<file path="config.mk">
export PLATFORM = sky130hd
export DESIGN_NAME = json_comment_stripper
export DESIGN_NICKNAME = d
export VERILOG_FILES = /design/src/hdl/jcs_pkg.sv /design/src/hdl/json_comment_stripper.sv
export SDC_FILE = /design/constraint.sdc
export NUM_CORES = 1
export LEC_CHECK = 0
export ABC_AREA = 1
export ABC_CLOCK_PERIOD_IN_PS = 7400
export BUFFER_PORTS_ARGS = -buffer_cell sky130_fd_sc_hd__buf_4
export CORE_UTILIZATION = 50
export DETAILED_ROUTE_END_ITERATION = 7
export PLACE_DENSITY = 0.73
export SLEW_MARGIN = 0
export SYNTH_ARGS = -nofsm -noshare
export SYNTH_HDL_FRONTEND = slang
export SYNTH_SLANG_ARGS = --single-unit
</file>
<file path="constraint.sdc">
create_clock -name clk -period 7.4 [get_ports clk]
set_input_delay 1.48 -clock clk [delete_from_list [all_inputs] [get_ports clk]]
set_output_delay 1.48 -clock clk [all_outputs]
set_load 0.01 [all_outputs]
</file>
<file path="src/hdl/jcs_pkg.sv">
`timescale 1ns / 1ps
// ----------------------------------------------------------------------------
// jcs_pkg
// Shared types and character codes for the comment stripper.
// ----------------------------------------------------------------------------
package jcs_pkg;

  // Scan modes
  localparam logic [1:0] MODE_NORMAL = 2'd0;
  localparam logic [1:0] MODE_STRING = 2'd1;
  localparam logic [1:0] MODE_LINE   = 2'd2;
  localparam logic [1:0] MODE_BLOCK  = 2'd3;

  // Character codes
  localparam logic [7:0] CH_NL    = 8'h0A;
  localparam logic [7:0] CH_QUOTE = 8'h22;
  localparam logic [7:0] CH_SLASH = 8'h2F;
  localparam logic [7:0] CH_STAR  = 8'h2A;
  localparam logic [7:0] CH_SPACE = 8'h20;

  // Reported field width
  localparam int REPORT_BITS = 24;

  // One result word
  typedef struct packed {
    logic [7:0]             clean_byte;
    logic                   newline_seen;
    logic [REPORT_BITS-1:0] newline_position;
    logic [REPORT_BITS-1:0] newline_number;
    logic                   open_comment_error;
    logic                   last_out;
  } result_t;

endpackage

</file>
<file path="src/hdl/json_comment_stripper.sv">
`timescale 1ns / 1ps
// ----------------------------------------------------------------------------
// json_comment_stripper
// Replaces // and /* */ comments in a byte stream with spaces and reports
// every newline with its offset and running number.
// ----------------------------------------------------------------------------
// Usage:
//   Input channel (in_valid / in_stall) carries one text byte per word with
//   final_byte marking the end of a text. Output channel (out_valid /
//   out_stall) returns the cleaned bytes plus newline info; last_out marks
//   the final word of a text and open_comment_error is raised there when a
//   block comment was left open.
// A '/' in normal text is held until the next byte decides whether a
//   comment opens; that byte then yields two words (the held '/' or its
//   space, then the byte or its space).
// Throughput: one byte per cycle while the output queue has room (in_stall low).
//   Results go into a four-word output queue; input is stalled whenever the
//   queue could not take two more words, so a slow receiver only stalls the
//   sender and no word is lost.
// Reset (rst, synchronous, active high): normal mode, nothing held,
//   position and newline counters cleared, output queue emptied. The same
//   scan state returns after each text's final byte.
// Position and newline count saturate at 2^POSITION_BITS-1; reported values
//   are the low 24 bits.
// ----------------------------------------------------------------------------
module json_comment_stripper #(
  parameter int POSITION_BITS = 24
) (
  input  logic                         clk,
  input  logic                         rst,
  // input channel
  input  logic                         in_valid,
  output logic                         in_stall,
  input  logic [7:0]                   text_byte,
  input  logic                         final_byte,
  // output channel
  output logic                         out_valid,
  input  logic                         out_stall,
  output logic [7:0]                   clean_byte,
  output logic                         newline_seen,
  output logic [jcs_pkg::REPORT_BITS-1:0] newline_position,
  output logic [jcs_pkg::REPORT_BITS-1:0] newline_number,
  output logic                         open_comment_error,
  output logic                         last_out
);
  import jcs_pkg::*;

  localparam logic [POSITION_BITS-1:0] POS_MAX = '1;

  // Scan state
  logic [1:0]               scan_mode, scan_mode_next;
  logic [7:0]               held_byte, held_byte_next;
  logic                     held_valid, held_valid_next;
  logic                     star_prev, star_prev_next;
  logic [POSITION_BITS-1:0] byte_position, byte_position_next;
  logic [POSITION_BITS-1:0] newline_total, newline_total_next;

  // Output queue
  result_t    queue [4];
  logic [1:0] head, tail;
  logic [2:0] count;

  logic       accept, pop;
  logic [1:0] push_n;
  result_t    res0, res1;

  // Step logic
  logic       have_held, done, emit, nl, err;
  logic [7:0] cb, held_cb;
  result_t    main_res, held_res;

  assign accept = in_valid && !in_stall;
  assign pop    = out_valid && !out_stall;
  // room for two words without counting this cycle's pop
  assign in_stall = (count > 3'd2);

  always_comb begin
    scan_mode_next     = scan_mode;
    held_byte_next     = held_byte;
    held_valid_next    = held_valid;
    star_prev_next     = star_prev;
    done               = 1'b0;
    emit               = 1'b1;
    nl                 = 1'b0;
    cb                 = text_byte;
    held_cb            = held_byte;
    have_held          = (scan_mode == MODE_NORMAL) && held_valid;

    // resolve a held slash
    if (have_held) begin
      held_valid_next = 1'b0;
      held_byte_next  = 8'd0;
      if (text_byte == CH_SLASH) begin
        held_cb        = CH_SPACE;
        cb             = CH_SPACE;
        scan_mode_next = MODE_LINE;
        done           = 1'b1;
      end else if (text_byte == CH_STAR) begin
        held_cb        = CH_SPACE;
        cb             = CH_SPACE;
        scan_mode_next = MODE_BLOCK;
        star_prev_next = 1'b1;   // opening star counts toward "*/"
        done           = 1'b1;
      end
    end

    if (!done) begin
      unique case (scan_mode)
        MODE_NORMAL: begin
          if (text_byte == CH_NL) begin
            nl = 1'b1;
          end else if (text_byte == CH_QUOTE) begin
            scan_mode_next = MODE_STRING;
          end else if (text_byte == CH_SLASH && !final_byte) begin
            held_byte_next  = text_byte;
            held_valid_next = 1'b1;
            emit            = 1'b0;
          end
        end
        MODE_STRING: begin
          if (text_byte == CH_NL) begin
            nl = 1'b1;
          end else if (text_byte == CH_QUOTE) begin
            scan_mode_next = MODE_NORMAL;
          end
        end
        MODE_LINE: begin
          if (text_byte == CH_NL) begin
            nl             = 1'b1;
            scan_mode_next = MODE_NORMAL;
          end else begin
            cb = CH_SPACE;
          end
        end
        MODE_BLOCK: begin
          if (text_byte == CH_NL) begin
            nl             = 1'b1;
            star_prev_next = 1'b0;
          end else begin
            cb = CH_SPACE;
            if (text_byte == CH_SLASH && star_prev) begin
              scan_mode_next = MODE_NORMAL;
              star_prev_next = 1'b0;
            end else begin
              star_prev_next = (text_byte == CH_STAR);
            end
          end
        end
        default: begin
          scan_mode_next = MODE_NORMAL;
        end
      endcase
    end

    newline_total_next = (nl && newline_total != POS_MAX) ?
                         newline_total + 1'b1 : newline_total;
    byte_position_next = (byte_position != POS_MAX) ?
                         byte_position + 1'b1 : byte_position;

    err = final_byte && (scan_mode_next == MODE_BLOCK);

    main_res.clean_byte         = cb;
    main_res.newline_seen       = nl;
    main_res.newline_position   = nl ? REPORT_BITS'(32'(byte_position)) : '0;
    main_res.newline_number     = nl ? REPORT_BITS'(32'(newline_total_next)) : '0;
    main_res.open_comment_error = err;
    main_res.last_out           = final_byte;

    held_res.clean_byte         = held_cb;
    held_res.newline_seen       = 1'b0;
    held_res.newline_position   = '0;
    held_res.newline_number     = '0;
    held_res.open_comment_error = 1'b0;
    held_res.last_out           = 1'b0;

    // the held word always goes first
    res0   = have_held ? held_res : main_res;
    res1   = main_res;
    push_n = {1'b0, have_held} + {1'b0, emit};

    // end of text: scan state back to reset values
    if (final_byte) begin
      scan_mode_next     = MODE_NORMAL;
      held_byte_next     = 8'd0;
      held_valid_next    = 1'b0;
      star_prev_next     = 1'b0;
      byte_position_next = '0;
      newline_total_next = '0;
    end
  end

  // Scan state registers
  always_ff @(posedge clk) begin
    if (rst) begin
      scan_mode     <= MODE_NORMAL;
      held_byte     <= 8'd0;
      held_valid    <= 1'b0;
      star_prev     <= 1'b0;
      byte_position <= '0;
      newline_total <= '0;
    end else if (accept) begin
      scan_mode     <= scan_mode_next;
      held_byte     <= held_byte_next;
      held_valid    <= held_valid_next;
      star_prev     <= star_prev_next;
      byte_position <= byte_position_next;
      newline_total <= newline_total_next;
    end
  end

  // Output queue storage (payload, no reset)
  always_ff @(posedge clk) begin
    if (accept && push_n != 2'd0) begin
      queue[tail] <= res0;
    end
    if (accept && push_n == 2'd2) begin
      queue[tail + 2'd1] <= res1;
    end
  end

  // Output queue pointers
  always_ff @(posedge clk) begin
    if (rst) begin
      head  <= 2'd0;
      tail  <= 2'd0;
      count <= 3'd0;
    end else begin
      if (accept) begin
        tail <= tail + push_n;
      end
      if (pop) begin
        head <= head + 2'd1;
      end
      count <= count + (accept ? {1'b0, push_n} : 3'd0) - {2'b0, pop};
    end
  end

  assign out_valid          = (count != 3'd0);
  assign clean_byte         = queue[head].clean_byte;
  assign newline_seen       = queue[head].newline_seen;
  assign newline_position   = queue[head].newline_position;
  assign newline_number     = queue[head].newline_number;
  assign open_comment_error = queue[head].open_comment_error;
  assign last_out           = queue[head].last_out;

endmodule
</file>
# Yosys cells after proc, flatten, opt, wreduce, memory -nomap -nowiden

Memories as Yosys holds them, arrays and structs flattened. A register that Yosys moved wholly into a read port is not among the register bits.
Index checks and enable logic that the tools add are counted.

Output and inout bits: 61
Bits in registers: 67
Memories kept: 1
Memory bits (writable): 236
Logic and storage cells: 117
Bits of input ports: 13

Memory list:

| memory | depth | bits a word | rd ports | clocked after memory_dff | wr ports | RTL line                    | RTL |
|---|---|---|---|---|---|---|---|
| queue  | 4     | 59          | 1        | 1                        | 2        | json_comment_stripper.sv:59 | `result_t queue [4];` |

Add/subtract/negate cells: 8
Multiplexer cells: 68
Reductions and logical operators: 19
Magnitude comparators: 1
Equality and inequality tests: 11

Operators by type and width:

| cell                                                          | count |
|---|---|
| 2-to-1 mux 24 bit                                             | 6 |
| 2-to-1 mux 8 bit                                              | 15 |
| 2-to-1 mux 59 bit                                             | 1 |
| adder 24 x 1 -> 24 bit, second input constant                 | 2 |
| inequality test 24 bit, second input constant                 | 2 |
| 2-to-1 mux 1 bit                                              | 30 |
| 2-to-1 mux 2 bit                                              | 15 |
| == test 8 x 6 -> 1 bit, second input constant                 | 3 |
| logical AND 1 bit                                             | 9 |
| == test 2 bit, second input constant                          | 4 |
| == test 8 x 4 -> 1 bit, second input constant                 | 1 |
| case mux 2 bit (4 select lines)                               | 1 |
| adder 2 x 1 -> 2 bit, second input constant                   | 2 |
| nonzero test 2 bit                                            | 2 |
| OR reduction 4 bit                                            | 1 |
| adder 3 x 2 -> 3 bit                                          | 1 |
| greater-than comparator 3 x 2 -> 1 bit, second input constant | 1 |
| logical NOT 1 bit                                             | 3 |
| nonzero test 3 bit                                            | 1 |
| subtractor 3 x 1 -> 3 bit                                     | 1 |
| adder 1 x 1 -> 2 bit                                          | 1 |
| adder 2 bit                                                   | 1 |
| == test 2 x 1 -> 1 bit, second input constant                 | 1 |
| logical NOT 2 bit                                             | 1 |
| 2 further kinds                                               | 2 |

# Logic depth before layout (Yosys ltp)

Gate-level depths: netlist (run 1).

Depth after elaboration: 12
Depth in mapped cells: 17
Gate-level depth less buffers: 17

# Worst setup path after synthesis (run 1)

No wires, ideal clock.

Path kind: input-to-reg
Start: input port final_byte
End: memory queue[0][0] in the netlist's numbering (enable)
Path buffers: 1
Stages: 7
Required time: 6.843 ns
Setup time: 0.557 ns
Setup slack: 0.373 ns
Arrival time: 6.470 ns
Path through: buf_2 -> clkinv_1 -> nand3_1 -> inv_1 -> nand3_1 -> o21ai_1 -> o21ai_0

RTL lines:

| item        | RTL line                    | RTL |
|---|---|---|
| from (decl) | json_comment_stripper.sv:35 | `input logic final_byte,` |
| to (decl)   | json_comment_stripper.sv:59 |  |

==> results of run 1 <==
-- Yosys cell counts --
library cell	n
nor2_1	378
nand2_1	289
edfxtp_1	236
o21ai_0	169
inv_1	105
nand3_1	75
clkbuf_1	70
dfxtp_1	69
a21oi_1	62
o22ai_1	61
nand3_2	22
a21oi_2	21
nand4_1	15
xor2_1	15
nand2_2	14
buf_2	12
nand2_4	12
ha_1	8
nor2_2	8
nor3_1	6
inv_2	5
a22oi_1	4
buf_6	3
clkinv_1	3
o21ai_1	3
buf_4	2
inv_4	2
o211ai_1	2
xnor2_1	2
buf_1	1
buf_12	1
fa_1	1
nand3b_1	1
nor2_4	1
nor3_2	1
nor4_1	1
-- state kept, by name (all words and copies together) (netlist names), named ones only --
register,flops
byte_position,24
scan_mode,2
held_valid,1
tail,2
queue,236
star_prev,1
head,2
newline_total,24
held_byte,8
count,3
-- path summary, 6_finish.rpt --
| check | end | cells after the start |
|---|---|---|
| hold reg to reg | held_byte[7] | 2 |
| hold / removal | held_byte[7] | 2 |
| setup / recovery | queue[0][37] | 13 |
| setup reg to reg | queue[0][37] | 13 |
-- cells by family (layout without fill, tap and decap cells) --
| family | Yosys count | count (layout) |
|---|---|---|
| buffers and inverters | 204 | 259 |
| AOI/OAI and AO/OA | 322 | 322 |
| and+or+nand+nor | 823 | 823 |
| xor gates and xnor gates | 17 | 17 |
| adders and majority gates | 9 | 9 |
| DFF | 305 | 305 |
-- layout by cell type (no fill, tap or decap), types with 2 or more instances in the layout --
master	netlist	layout
a21oi_1	62	62
a21oi_2	21	21
a22oi_1	4	4
buf_4	2	86
bufinv_16	0	2
clkbuf_1	70	13
clkbuf_16	0	31
clkbuf_8	0	2
clkinv_1	3	8
clkinv_2	0	6
dfxtp_1	69	67
edfxtp_1	236	236
ha_1	8	8
inv_1	105	103
inv_2	5	4
inv_4	2	2
nand2_1	289	289
nand2_2	14	14
nand2_4	12	12
nand3_1	75	75
nand3_2	22	22
nand4_1	15	15
nor2_1	378	378
nor2_2	8	7
nor2_4	1	2
nor3_1	6	6
o211ai_1	2	2
o21ai_0	169	165
o21ai_1	3	3
o21ai_4	0	4
o22ai_1	61	61
xnor2_1	2	2
xor2_1	15	15
-- cell type report --
type                            instances  area [µm²]  area share, %
Sequential cell                       305        8470           50.9
Clock buffer                           46         852           5.12
Clock inverter                         12         113          0.677
Timing Repair Buffer                   86         646           3.88
Inverter                              115         438           2.63
Tap cell                              384         480           2.89
Multi-Input combinational cell       1171        5630           33.9
-- routing by layer --
metal / up-vias / share of wire, %
li1: 5735 / -
met4: 0 / 1.8
met2: 544 / 48
met1: 5728 / 42
met5: - / 0
met3: 55 / 8.8
-- power by group --
group          switching, mW  internal (mW)
clock network          0.642          0.863
registers             0.0731           1.98
logic                  0.642          0.365
total                   1.36           3.21
-- metrics by stage --
| stage | hold WS (ns) | total power [mW] | instances |
|---|---|---|---|
| 2_1_floorplan | 0.436 | 2.64 | 1680 |
| 3_3_place_gp | 0.451 | 3.07 | 2061 |
| 3_5_place_dp | 0.460 | 3.09 | 2061 |
| 4_1_cts | 0.467 | 4.58 | 2119 |
| 5_1_grt | 0.482 | 4.74 | 2119 |
| 6_report | 0.465 | 4.56 | 2119 |
-- worst max-delay path, stage by stage (launching register included) --
cell and delay [ns]:
dfxtp_1 0.40, nor2_1 0.11, nand2_1 0.14, clkinv_1 0.78, nand2_1 0.51, nand2_1 0.20, ha_1 0.22, inv_1 0.06
nor2_2 0.06, nand3_2 0.37, buf_4 0.47, nand2_1 0.20, nand2_1 0.80, nor2_1 0.11
==> summary.md, run 1 <==
| Metric | Value |
|---|---|
| Status | `complete, no violations` |
| Initial antenna violation count | `0` |
| IO Pins | `74` |
| YS warnings | `0` |
| Num CTS Buffers | `31` |
| Largest cells by area after synthesis | `edfxtp_1 48%, nor2_1 9.5%, dfxtp_1 9.3%, nand2_1 7.3%, o21ai_0 5.7%` |
| Fin nets | `1732` |
| Avg Inst Size Synth | `8.86 µm²` |
| Hold_sp | `held_byte[7]` |
| Worst hold path type | `reg -> reg` |
| Crit end category | `register` |
| Least-Margin Pin Slew | `1.21 ns` |
| Gr usage total | `25.5%` |
| Largest area contributor in the netlist | `edfxtp_1` |
| Leakage power | `6.12 nW` |
| GR peak layer | `met2` |
| Met1 Resource Use GR | `34.5%` |
| Post_cts resized | `0` |
| CP Max Fanout | `25` |
| Critical path class | `reg -> reg` |
| Ratio of cells with drive above 1 in the final layout | `12.7%` |
| Post-Synth XOR/XNOR Area | `1.00%` |
| Critical path data required time | `7.68 ns` |
| Setup Viol. Count Final | `0` |
| Routed vias/inst | `5.69` |
| R2R setup slack | `2.67 ns` |
| Synthesized flop and latch total | `305` |
| Number of global-route vias before repair | `11719` |
| Diode count | `0` |
| Synth Area in Compound Gates | `12.0%` |
| Sequential-to-total area share from yosys stat | `56.9%` |
| Clock Path Buffers | `3` |
| Gpl congestion | `0.907` |
| Post-synthesis cell type count | `36` |
| Die height | `175 µm` |
| Fin crit share | `64.0%` |
| Final worst setup slack | `2.67 ns` |
| IO Port Bufs | `73` |
| Share of the synthesized area in the top cell type | `47.6%` |
| Initial Utilization | `51.3%` |
| Pwr/cell area | `274 nW/µm²` |
| Drt drc | `0` |
| Starting DRT DRC Count | `1244` |
| Cells after Synth | `1680` |
| CTS clock-pin slew for the worst setup and hold paths | `0.06 ns` |
| WP data arrival | `5.01 ns` |
| Total wire length | `38800 µm` |
| Die area | `30500 µm²` |
| Pre-CTS setup slack | `2.33 ns` |
| Fillers | `2551` |
| GR Overflow Total | `0` |
| Root Buffer | `clkbuf_16` |
| Worst R2R Start | `scan_mode[0]` |
| Clk_lat worst skew | `0.57 ns` |
| Synthesized-area fraction occupied by adder cells | `0.807%` |
| First-pass GRT wire length | `61800 µm` |
| Die W | `175 µm` |
| Hold Fails Final Rpt | `0` |
| Fin util | `57.3%` |
| CP Launch Point | `scan_mode[0]` |
| Post-synthesis cell area | `14900 µm²` |
| Max Clock Freq | `211 MHz` |
| FP Rows | `62` |
| Via count | `12062` |
| Design Area, Final | `16600 µm²` |
| H-tree depth | `1` |
| CTS tree | `done` |
| Post-DP Area | `15700 µm²` |
| Post-Synth Simple-Gate Area | `23.7%` |
| Drt pass-1 iters | `6` |
| Hold_buf cts | `0` |
| Max-slew violations | `0` |
| Met3 GRT Util | `3.13%` |
| Area growth, synth to finish | `11.8%` |
| Post-CTS Setup Bufs | `0` |
| Startpoint types | `register` |
| Largest family of logic cells by synthesized area | `simple AND/OR/NAND/NOR gates` |
| Clock sink count | `305` |
| Worst IR drop on VDD | `0.000214 V` |
| Maximum Capacitance Violations | `0` |
| Syn Nets | `1702` |
| Worst rel slew slack | `19.4%` |
| Wirelength per Cell | `18.3 µm` |
| Post-route setup TNS | `0 ns` |
| Period minus WS final | `4.73 ns` |
| Core Box Area | `29000 µm²` |
| Antenna viol nets, final | `0` |
| RSZ-0062 raised after global routing | `no` |
| Largest net degree at the start of global routing | `75` |
| HPWL after DPL | `23500 µm` |
| GR Util met2 | `43.2%` |
| Post-synthesis mux area share | `0%` |
| Fin Clk Skew | `0.0160 ns` |
Note: power is estimated with default switching activity, not from simulation.
==> inputs of run 2 (changes only) <==
--- a/config.mk
+++ b/config.mk
@@ -6,11 +6,11 @@
 export NUM_CORES = 1
 export LEC_CHECK = 0
 export ABC_AREA = 1
-export ABC_CLOCK_PERIOD_IN_PS = 7400
+export ABC_CLOCK_PERIOD_IN_PS = 4600
 export BUFFER_PORTS_ARGS = -buffer_cell sky130_fd_sc_hd__buf_4
 export CORE_UTILIZATION = 50
 export DETAILED_ROUTE_END_ITERATION = 7
-export PLACE_DENSITY = 0.73
+export PLACE_DENSITY = 0.7
 export SLEW_MARGIN = 0
 export SYNTH_ARGS = -nofsm -noshare
 export SYNTH_HDL_FRONTEND = slang
==> constraint.sdc (replaced) <==
create_clock -name clk -period 4.6 [get_ports clk]
set_input_delay 0.92 -clock clk [delete_from_list [all_inputs] [get_ports clk]]
set_output_delay 0.92 -clock clk [all_outputs]
set_load 0.01 [all_outputs]
==> summary.md, run 2 (synthesis gave the netlist of run 1 again) <==
| Metric | Value |
|---|---|
| Status | `complete, no violations` |
| Clock sink count | `305` |
| Core Box Area | `29000 µm²` |
| IO Port Bufs | `73` |
| Die area | `30500 µm²` |
| Drt pass-1 iters | `6` |
| Number of global-route vias before repair | `11614` |
| IO Pins | `74` |
| Pwr/cell area | `444 nW/µm²` |
| H-tree depth | `1` |
| Drt drc | `0` |
| Commonest non-fill, non-tap cell in the layout | `nor2_1` |
| Largest Register | `queue` |
| Max Clock Freq | `271 MHz` |
| Worst IR drop on VDD | `0.000307 V` |
| Gr usage total | `25.3%` |
| Initial antenna violation count | `0` |
| Die W | `175 µm` |
| First-pass GRT wire length | `61300 µm` |
| Fin Clk Skew | `0.0187 ns` |
| Gpl congestion | `0.891` |
| WP data arrival | `2.76 ns` |
| GR Overflow Total | `0` |
| Hold_buf cts | `0` |
| Root Buffer | `clkbuf_16` |
| Via count | `12182` |
| Post-DP Area | `15900 µm²` |
| Maximum Capacitance Violations | `0` |
| Initial Utilization | `51.3%` |
| Critical path data required time | `3.68 ns` |
| Clock Path Buffers | `3` |
| Design Area, Final | `16900 µm²` |
| Post_cts resized | `0` |
| Diode count | `0` |
| CTS clock-pin slew for the worst setup and hold paths | `0.06 ns` |
| Final worst setup slack | `0.916 ns` |
| RSZ-0062 raised after global routing | `no` |
| Leakage power | `6.23 nW` |
| Num CTS Buffers | `31` |
| Startpoint types | `register` |
| Routed vias/inst | `5.71` |
| Worst hold path type | `reg -> reg` |
| Area growth, synth to finish | `13.7%` |
| Worst rel slew slack | `31.2%` |
| Setup Viol. Count Final | `0` |
| Hold Fails Final Rpt | `0` |
| FP Rows | `62` |
| Starting DRT DRC Count | `1165` |
| Fin nets | `1747` |
| Total wire length | `38600 µm` |
| Critical path class | `reg -> out` |
| Most frequent cells in the layout | `378 x nor2_1, 289 x nand2_1, 236 x edfxtp_1` |
| Max-slew violations | `0` |
| Ratio of cells with drive above 1 in the final layout | `14.3%` |
| R2R setup slack | `1.62 ns` |
| Clk_lat worst skew | `0.57 ns` |
| Die height | `175 µm` |
| Least-Margin Pin Slew | `1.03 ns` |
| Crit end category | `output pin` |
| Biggest regs | `queue x236, byte_position x24, newline_total x24` |
| CP Max Fanout | `46` |
| CTS tree | `done` |
| Largest net degree at the start of global routing | `64` |
| Fin crit share | `80.1%` |
| Max FFs per register | `236` |
| Antenna viol nets, final | `0` |
| Period minus WS final | `3.68 ns` |
| Wirelength per Cell | `18.1 µm` |
| Pre-CTS setup slack | `0.893 ns` |
| HPWL after DPL | `24300 µm` |
| Post-CTS Setup Bufs | `0` |
## run 2: cell types whose count changed in the layout (fill, tap and decap cells not counted)
cell / previous run / this run
clkbuf_8: 2 / 3
clkinv_2: 6 / 9
bufinv_16: 2 / 3
clkinv_4: 0 / 2
clkbuf_1: 13 / 1
clkinv_1: 8 / 5
clkinvlp_4: 1 / 9
buf_12: 0 / 7
buf_4: 86 / 94
## run 2: power breakdown
part | leakage, nW | switching, mW | internal, mW
Clock | 0.493 | 1.10 | 1.46
Sequential | 2.84 | 0.0993 | 3.18
Combinational | 2.90 | 1.07 | 0.607
## run 2: path summary, 6_finish.rpt
| path | endpoint | cells after the start | start |
|---|---|---|---|
| max | newline_number[18] | 5 | register |
| min | register | 2 | head[1] |
| max reg2reg | count[2] | 15 | scan_mode[0] |
| min reg2reg | register | 2 | head[1] |
## run 2: cell type report
cell class,instances,area [µm²]
tap,384,480
multi-input combinational,1171,5630
inverter,115,438
clock buffer,35,821
sequential,305,8470
clock inverter,23,224
timing repair buffer,101,846
fill,2547,12100
## run 2: per-layer routing
layer	wire (µm)	share of wire [%]	GRT usage [%]
met2	18300	47	42.8
met3	2770	7.2	2.93
met5	0	0	0
met1	16800	44	34.8
met4	729	1.9	6.30
## run 2: metrics by stage
step / TNS, ns / power (mW) / instances / hold slack [ns] / util, %
3_3_place_gp: 0 / 4.99 / 2076 / 0.451 / 54.7
4_1_cts: 0 / 7.55 / 2134 / 0.467 / 58.3
3_5_place_dp: 0 / 5.01 / 2076 / 0.459 / 54.7
6_report: 0 / 7.51 / 2134 / 0.464 / 58.3
2_1_floorplan: -54.48 / 4.22 / 1680 / 0.436 / -
5_1_grt: 0 / 7.81 / 2134 / 0.496 / 58.3
## run 2: worst max-delay path: stages, from the launching register on
cell	delay (ns)
dfxtp_4	0.56
clkinv_2	0.48
buf_4	0.46
o21ai_0	0.27
o22ai_1	0.21
buf_4	0.20
==> inputs of run 3 (changes only) <==
--- a/config.mk
+++ b/config.mk
@@ -6,11 +6,11 @@
 export NUM_CORES = 1
 export LEC_CHECK = 0
 export ABC_AREA = 1
-export ABC_CLOCK_PERIOD_IN_PS = 4600
+export ABC_CLOCK_PERIOD_IN_PS = 3200
 export BUFFER_PORTS_ARGS = -buffer_cell sky130_fd_sc_hd__buf_4
 export CORE_UTILIZATION = 50
 export DETAILED_ROUTE_END_ITERATION = 7
-export PLACE_DENSITY = 0.7
+export PLACE_DENSITY = 0.73
 export SLEW_MARGIN = 0
 export SYNTH_ARGS = -nofsm -noshare
 export SYNTH_HDL_FRONTEND = slang
==> constraint.sdc (replaced) <==
create_clock -name clk -period 3.2 [get_ports clk]
set_input_delay 0.64 -clock clk [delete_from_list [all_inputs] [get_ports clk]]
set_output_delay 0.64 -clock clk [all_outputs]
set_load 0.01 [all_outputs]
==> summary.md, run 3 (synthesis gave the netlist of run 1 again) <==
| Metric | Value |
|---|---|
| Status | `complete, no violations` |
| Largest Register | `queue` |
| R2R Path End | `count[2]` |
| Die height | `175 µm` |
| Biggest regs | `queue x236, byte_position x24, newline_total x24` |
| R2R setup slack | `0.37 ns` |
| Commonest non-fill, non-tap cell in the layout | `nor2_1` |
| Switching fraction of total power | `29.5%` |
| Critical path data required time | `2.56 ns` |
| FP Rows | `62` |
| Routed vias/inst | `5.70` |
| Clk_lat worst skew | `0.52 ns` |
| Max Clock Freq | `343 MHz` |
| NetSw | `3.25 mW` |
| Number of global-route vias before repair | `11970` |
| Max-slew violations | `0` |
| Post-DP Area | `16200 µm²` |
| GR peak layer | `met2` |
| Maximum Capacitance Violations | `0` |
| Diode count | `0` |
| Most frequent cells in the layout | `378 x nor2_1, 289 x nand2_1, 236 x edfxtp_1` |
| Leakage power | `6.43 nW` |
| HPWL after DPL | `24500 µm` |
| Area growth, synth to finish | `16.2%` |
| Placed instance count | `2097` |
| IO Port Bufs | `73` |
| Fillers | `2464` |
| Hold_buf cts | `0` |
| Worst rel slew slack | `44.2%` |
| Gpl congestion | `0.885` |
| Clock Path Buffers | `3` |
| Post-Layout Cell Count | `2159` |
| Setup Viol. Count Final | `0` |
| First-pass GRT wire length | `62500 µm` |
| Root Buffer | `clkbuf_16` |
| Core Box Area | `29000 µm²` |
| Largest net degree at the start of global routing | `119` |
| Fin Clk Skew | `0.0128 ns` |
| Worst hold path type | `reg -> reg` |
| Hold EP | `held_byte[6]` |
| Clock sink count | `305` |
| H-tree depth | `2` |
| Worst hold slack | `0.470 ns` |
| Via count | `12316` |
| Sequential power share | `42.4%` |
| Logic pwr share | `22.8%` |
| Met1 Resource Use GR | `34.4%` |
| Post-CTS Setup Bufs | `0` |
| Worst IR drop on VDD | `0.000334 V` |
| Least-Margin Pin Slew | `0.831 ns` |
| Num CTS Buffers | `34` |
| Drt drc | `0` |
| R2r worst-path depth | `14` |
| Crit end category | `output pin` |
| Pwr/cell area | `637 nW/µm²` |
| Total wire length | `39200 µm` |
| CTS tree | `done` |
| Hold_sp | `held_byte[6]` |
| Antenna viol nets, final | `0` |
| Gr usage total | `25.9%` |
| Fin util | `59.6%` |
| Fin nets | `1771` |
| Design Area, Final | `17300 µm²` |
| Initial antenna violation count | `0` |
| CP Max Fanout | `32` |
| Ratio of cells with drive above 1 in the final layout | `15.0%` |
| GR Overflow Total | `0` |
| CTS clock-pin slew for the worst setup and hold paths | `0.06 ns` |
| Post_cts resized | `0` |
| Hold Fails Final Rpt | `0` |
| Internal power | `7.76 mW` |
| Drt pass-1 iters | `8` |
| Fin crit share | `91.1%` |
| Period minus WS final | `2.92 ns` |
| Die area | `30500 µm²` |
| WP data arrival | `2.28 ns` |
| Die W | `175 µm` |
| Depth of the worst hold-timing path | `2` |
| Worst R2R Start | `scan_mode[1]` |
| GR Util met2 | `43.4%` |
| Wirelength per Cell | `18.2 µm` |
| Max FFs per register | `236` |
| Total power | `11.0 mW` |
| Initial Utilization | `51.3%` |
| IO Pins | `74` |
| Met3 GRT Util | `4.40%` |
| Critical path class | `reg -> out` |
| Startpoint types | `register` |
| RSZ-0062 raised after global routing | `no` |
| Starting DRT DRC Count | `1312` |
| Clk pwr share | `34.8%` |
[run 3: changes by cell type in the layout (fill, tap and decap cells not counted), sizes merged]
cell / change
buf: +21
clkbuf: +11
clkinvlp: -8
inv: +2
bufinv: -1
[run 3: cell type report]
cell class              instances  area [µm²]  area share (%)
multi-input cells            1171        5630            32.6
repair buffers                122        1170            6.75
well taps                     384         480            2.78
clock buffers                  46         946            5.47
flip-flops and latches        305        8470            49.0
inverters                     115         438            2.53
clock inverters                16         151           0.876
[run 3: per-layer routing]
metal / vias up / routed length, µm
li1: 5822 / -
met1: 5878 / 16300
met2: 555 / 18500
met3: 61 / 3490
met4: 0 / 879
met5: - / 0
[run 3: worst max-delay path by stage]
| stage | startpoint | slack [ns] | to | cells past startpoint |
|---|---|---|---|---|
| 2_1_floorplan | text_byte[0] | -0.34 | queue[0][0] | 12 |
| 3_3_place_gp | text_byte[4] | 0.10 | count[2] | 17 |
| 3_5_place_dp | text_byte[4] | 0.05 | count[2] | 17 |
| 4_1_cts | register | 0.31 | newline_number[21] | 5 |
| 5_1_grt | register | 0.20 | newline_number[21] | 5 |
| 6_report | register | 0.28 | newline_position[0] | 5 |
[run 3: worst max-delay path, stage by stage, from the launching register on]
cell and delay [ns]:
dfxtp_4 0.35, clkinv_2 0.38, buf_4 0.39, o21ai_0 0.12
o22ai_1 0.32, buf_4 0.20
[run 3: power groups by stage]
| stage | logic [mW] | registers [mW] | clock network [mW] |
|---|---|---|---|
| final | 2.51 | 4.67 | 3.83 |
| after global routing | 2.74 | 4.69 | 4.01 |
| after CTS | 2.52 | 4.67 | 3.86 |
| after detailed placement | 2.51 | 4.75 | 0 |
| after global placement | 2.47 | 4.74 | 0 |
| after floorplan | 1.34 | 4.73 | 0 |
[run 3: metrics by stage]
stage	worst slack (ns)	setup TNS, ns
CTS	0.310	0
global route	0.198	0
finish	0.284	0
global placement	0.101	0
detailed placement	0.0504	0
floorplan	-0.339	-78.69
